<file path="src/hdl/bgea_ram.sv">
// Generic single-port-write, single-port-read RAM with registered read.
// No dependencies.
module bgea_ram #(
   parameter int WIDTH = 8,
   parameter int DEPTH = 16
) (
   input  logic                     clock,
   input  logic                     wr_en,
   input  logic [$clog2(DEPTH)-1:0] wr_addr,
   input  logic [WIDTH-1:0]         wr_data,
   input  logic [$clog2(DEPTH)-1:0] rd_addr,
   output logic [WIDTH-1:0]         rd_data
);
   logic [WIDTH-1:0] mem [DEPTH];
   always_ff @(posedge clock) begin
      if (wr_en) begin
         mem[wr_addr] <= wr_data;
      end
      rd_data <= mem[rd_addr];
   end
endmodule

</file>
<file path="config.mk">
export PLATFORM = sky130hd
export DESIGN_NAME = bgea_ram
export DESIGN_NICKNAME = d
export VERILOG_FILES = /design/src/hdl/bgea_ram.sv
export SDC_FILE = /design/constraint.sdc
export NUM_CORES = 1
export LEC_CHECK = 0
export ABC_AREA = 0
export BUFFER_PORTS_ARGS = -buffer_cell sky130_fd_sc_hd__buf_2
export CAP_MARGIN = 30
export CORE_AREA = 2 2 110 112
export DETAILED_ROUTE_END_ITERATION = 10
export DIE_AREA = 0 0 112 114
export SYNTH_ARGS = -nofsm -noshare
export SYNTH_HDL_FRONTEND = slang
export SYNTH_SLANG_ARGS = --single-unit
</file>
<file path="constraint.sdc">
create_clock -name clock -period 2.98 [get_ports clock]
set_clock_uncertainty 0.2 [all_clocks]
set_input_delay 0.149 -clock clock [delete_from_list [all_inputs] [get_ports clock]]
set_output_delay 0.149 -clock clock [all_outputs]
set_load 0.01 [all_outputs]
</file>
==> results.yml <==
setup_path:
  arrival_ns: 1.84
  timing.critical_path.max_delay_family: "simple AND/OR/NAND/NOR gates"
  crit_path_start_kind: "input pin"
  required_ns: 2.81
  slowest_delay_ns: 0.77
  path_max_fanout: 8
  cp-end-kind: "register"
  crit_chain: "dlygate4sd3_1 -> buf_2 -> nand2b_1 -> nor2_1"
  timing.critical_path.buf_inv: 2
  path_class: "input pin to register"
  slowest_stage: "nor2_1"
placed_design:
  place_inst: 402
  dp.final_hpwl_um: 6040
  port_buffers: 25
  gp_congestion: 0.739
  placed_area_um2: 5450
cells_and_area:
  diodes: 0
  layout-drive-gt1-share_pct: 27.0
  area_growth_pct: 18.9
  layout.nets: 302
  seqCellArea_um2: 4000
  fin_area_um2: 6120
  nFillCells: 942
  final_cell_count_no_fill: 443
  multi_input_area_um2: 1060
global_route:
  grt.total_usage_pct: 16.5
  antenna_found_initial: 0
  gr-total-overflow: 0
  grt_pass1_vias: 2443
  grt_pass1_wl_um: 14700
  grt_max_degree: 33
power_and_ir_drop:
  p_clk_share_pct: 45.5
  p_leak_uw: 0.00207
  intPower_uw: 3500
  switching_share_pct: 19.0
  pwr-share-seq_pct: 49.8
  p_switching_uw: 821
  p_total_uw: 4320
  pwr-share-comb_pct: 4.7
  p_per_area_nw_per_um2: 706
  ir_drop_mv: 0.384
synth:
  netlist_instances: 229
  yosysSeqAreaShare_pct: 77.8
  synth.top_cells.by_area: "edfxtp_1 (75%), mux4_2 (7.9%), mux4_1 (7.1%)"
  synth_common_cells: "edfxtp_1 (128), mux4_2 (18), a22oi_1 (16)"
  ys_ff_latch: 136
  synth_async_sr_flop_share_pct: 0
  synth-edff-count: 128
  synth.most_common_cell: "edfxtp_1"
  syn-mean-instance-area_um2: 22.5
  synth_top_area_cell: "edfxtp_1"
  synth.distinct_cells: 19
  synth_top_cell_area_share_pct: 74.7
  ys_warn_count: 0
  ys.flop_type: "edfxtp_1"
  synth_nets: 247
  syn_area_um2: 5150
die:
  die_height_um: 114
  rows: 40
  start_util_pct: 44.0
  ios: 26
  die_area_um2: 12800
  die_x_um: 112
  coreArea_um2: 11700
timing:
  min_period_ns: 2.01
  clock.fmax_mhz: 498
  rsz0062_at_grt: "no"
  finalSetupViolCount: 0
  drv_slew: 0
  post-route-period-util_pct: 67.3
  hold_viol_final: 0
  tightestPinTransition_ns: 0.969
  fin_tns_setup_ns: 0
  slew_headroom_pct: 35.1
cts:
  cts_buffer_depth: 2
  clk_pin_slew_worst_paths_ns: 0.05
  cts-root-buf: "clkbuf_16"
  htree_levels: 4
  cts_sinks: 136
  cts.repair.resized: 0
  hold_buffers: 10
  cts_made_buffers: 17
  clkLatencyLatePin_ns: 0.41
  cts_tree: "built"
  post_cts.repair.setup_buffers: 0
route:
  drc_errors: 0
  wl_per_cell_um: 21.9
  vias: 2387
  drt_iter0_drc: 153
  drt-total-wl_um: 9710
  ant_nets: 0
  drt-pass1-iter-count: 4
  avgViaCountPerCell: 5.39
run:
  max_cap_viol_count: 0
worst_hold_path:
  min_path_type: "input pin to register"
outcome:
  outcome: "finished, final reports clean"
worst paths after layout:
path | cells after the start | from | to | slack [ns]
setup / recovery | 4 | wr_addr[0] | mem[10][4] | 0.97
hold / removal | 4 | rd_addr[2] | rd_data[0] | 0.11
setup reg to reg | 3 | mem[1][3] | rd_data[3] | 1.35
hold reg to reg | 3 | mem[14][1] | rd_data[1] | 0.47
sequential cells by signal, summed over array words and instances (netlist names):
signal,count
mem,128
rd_data,8
layout by cell type, fill, tap and decap left out:
cell	synthesis	final
clkbuf_8	0	6
mux4_1	14	14
clkbuf_1	0	5
nand2b_1	2	2
mux4_2	18	18
a22oi_1	16	16
buf_4	1	11
nor2b_1	1	1
or3b_2	1	1
and2b_1	1	1
edfxtp_1	128	128
nor3_1	4	4
clkinv_1	0	1
nand2_1	9	9
nand3_1	1	1
clkbuf_16	0	17
clkinv_2	0	1
bufinv_16	0	1
dlygate4sd3_1	0	10
dfxtp_1	8	8
nor2_1	13	13
and2_1	1	1
nand3b_1	2	2
buf_2	3	25
worst min-delay path: cells and delay by family:
kind | cells | cell delay [ns]
buf+inv | 1 | 0.11
simple gates | 2 | 0.21
compound gates | 1 | 0.20
logic make-up after synthesis:
logic type	count (synthesis)	share of synthesized area (%)
buf+inv	10	1.68
compound gates	16	2.33
mux	32	15.0
simple gates	35	3.18
flops	136	77.8
area by class of cell:
class                   count  area share (%)
clock inverters             3           0.634
clock buffers              28            8.61
repair buffers             46            5.03
flip-flops and latches    136            65.4
multi-input cells          83            17.3
well taps                 147            3.01
metrics by stage:
step                utilization [%]  hold slack, ns  setup slack (ns)
detailed placement             46.6           0.349             0.927
global placement               46.6           0.336             0.969
global route                   52.2           0.127             0.922
floorplan                         -          0.0479              1.14
CTS                            52.2          0.0858              1.02
finish                         52.2           0.112             0.974
routing by layer:
layer,routed length [um],global-route usage (%)
met3,510,5.58
met2,4770,26.3
met5,0,0
met1,4320,21.8
met4,108,5.61
power by group through the flow:
stage          combinational [uW]  clock (uW)  sequential, uW
3_5_place_dp                  195           0            2190
2_1_floorplan                 109           0            2190
3_3_place_gp                  191           0            2190
5_1_grt                       220        2090            2160
6_report                      202        1970            2150
4_1_cts                       205        2010            2150
No activity file was read; power rests on OpenSTA's default activity.
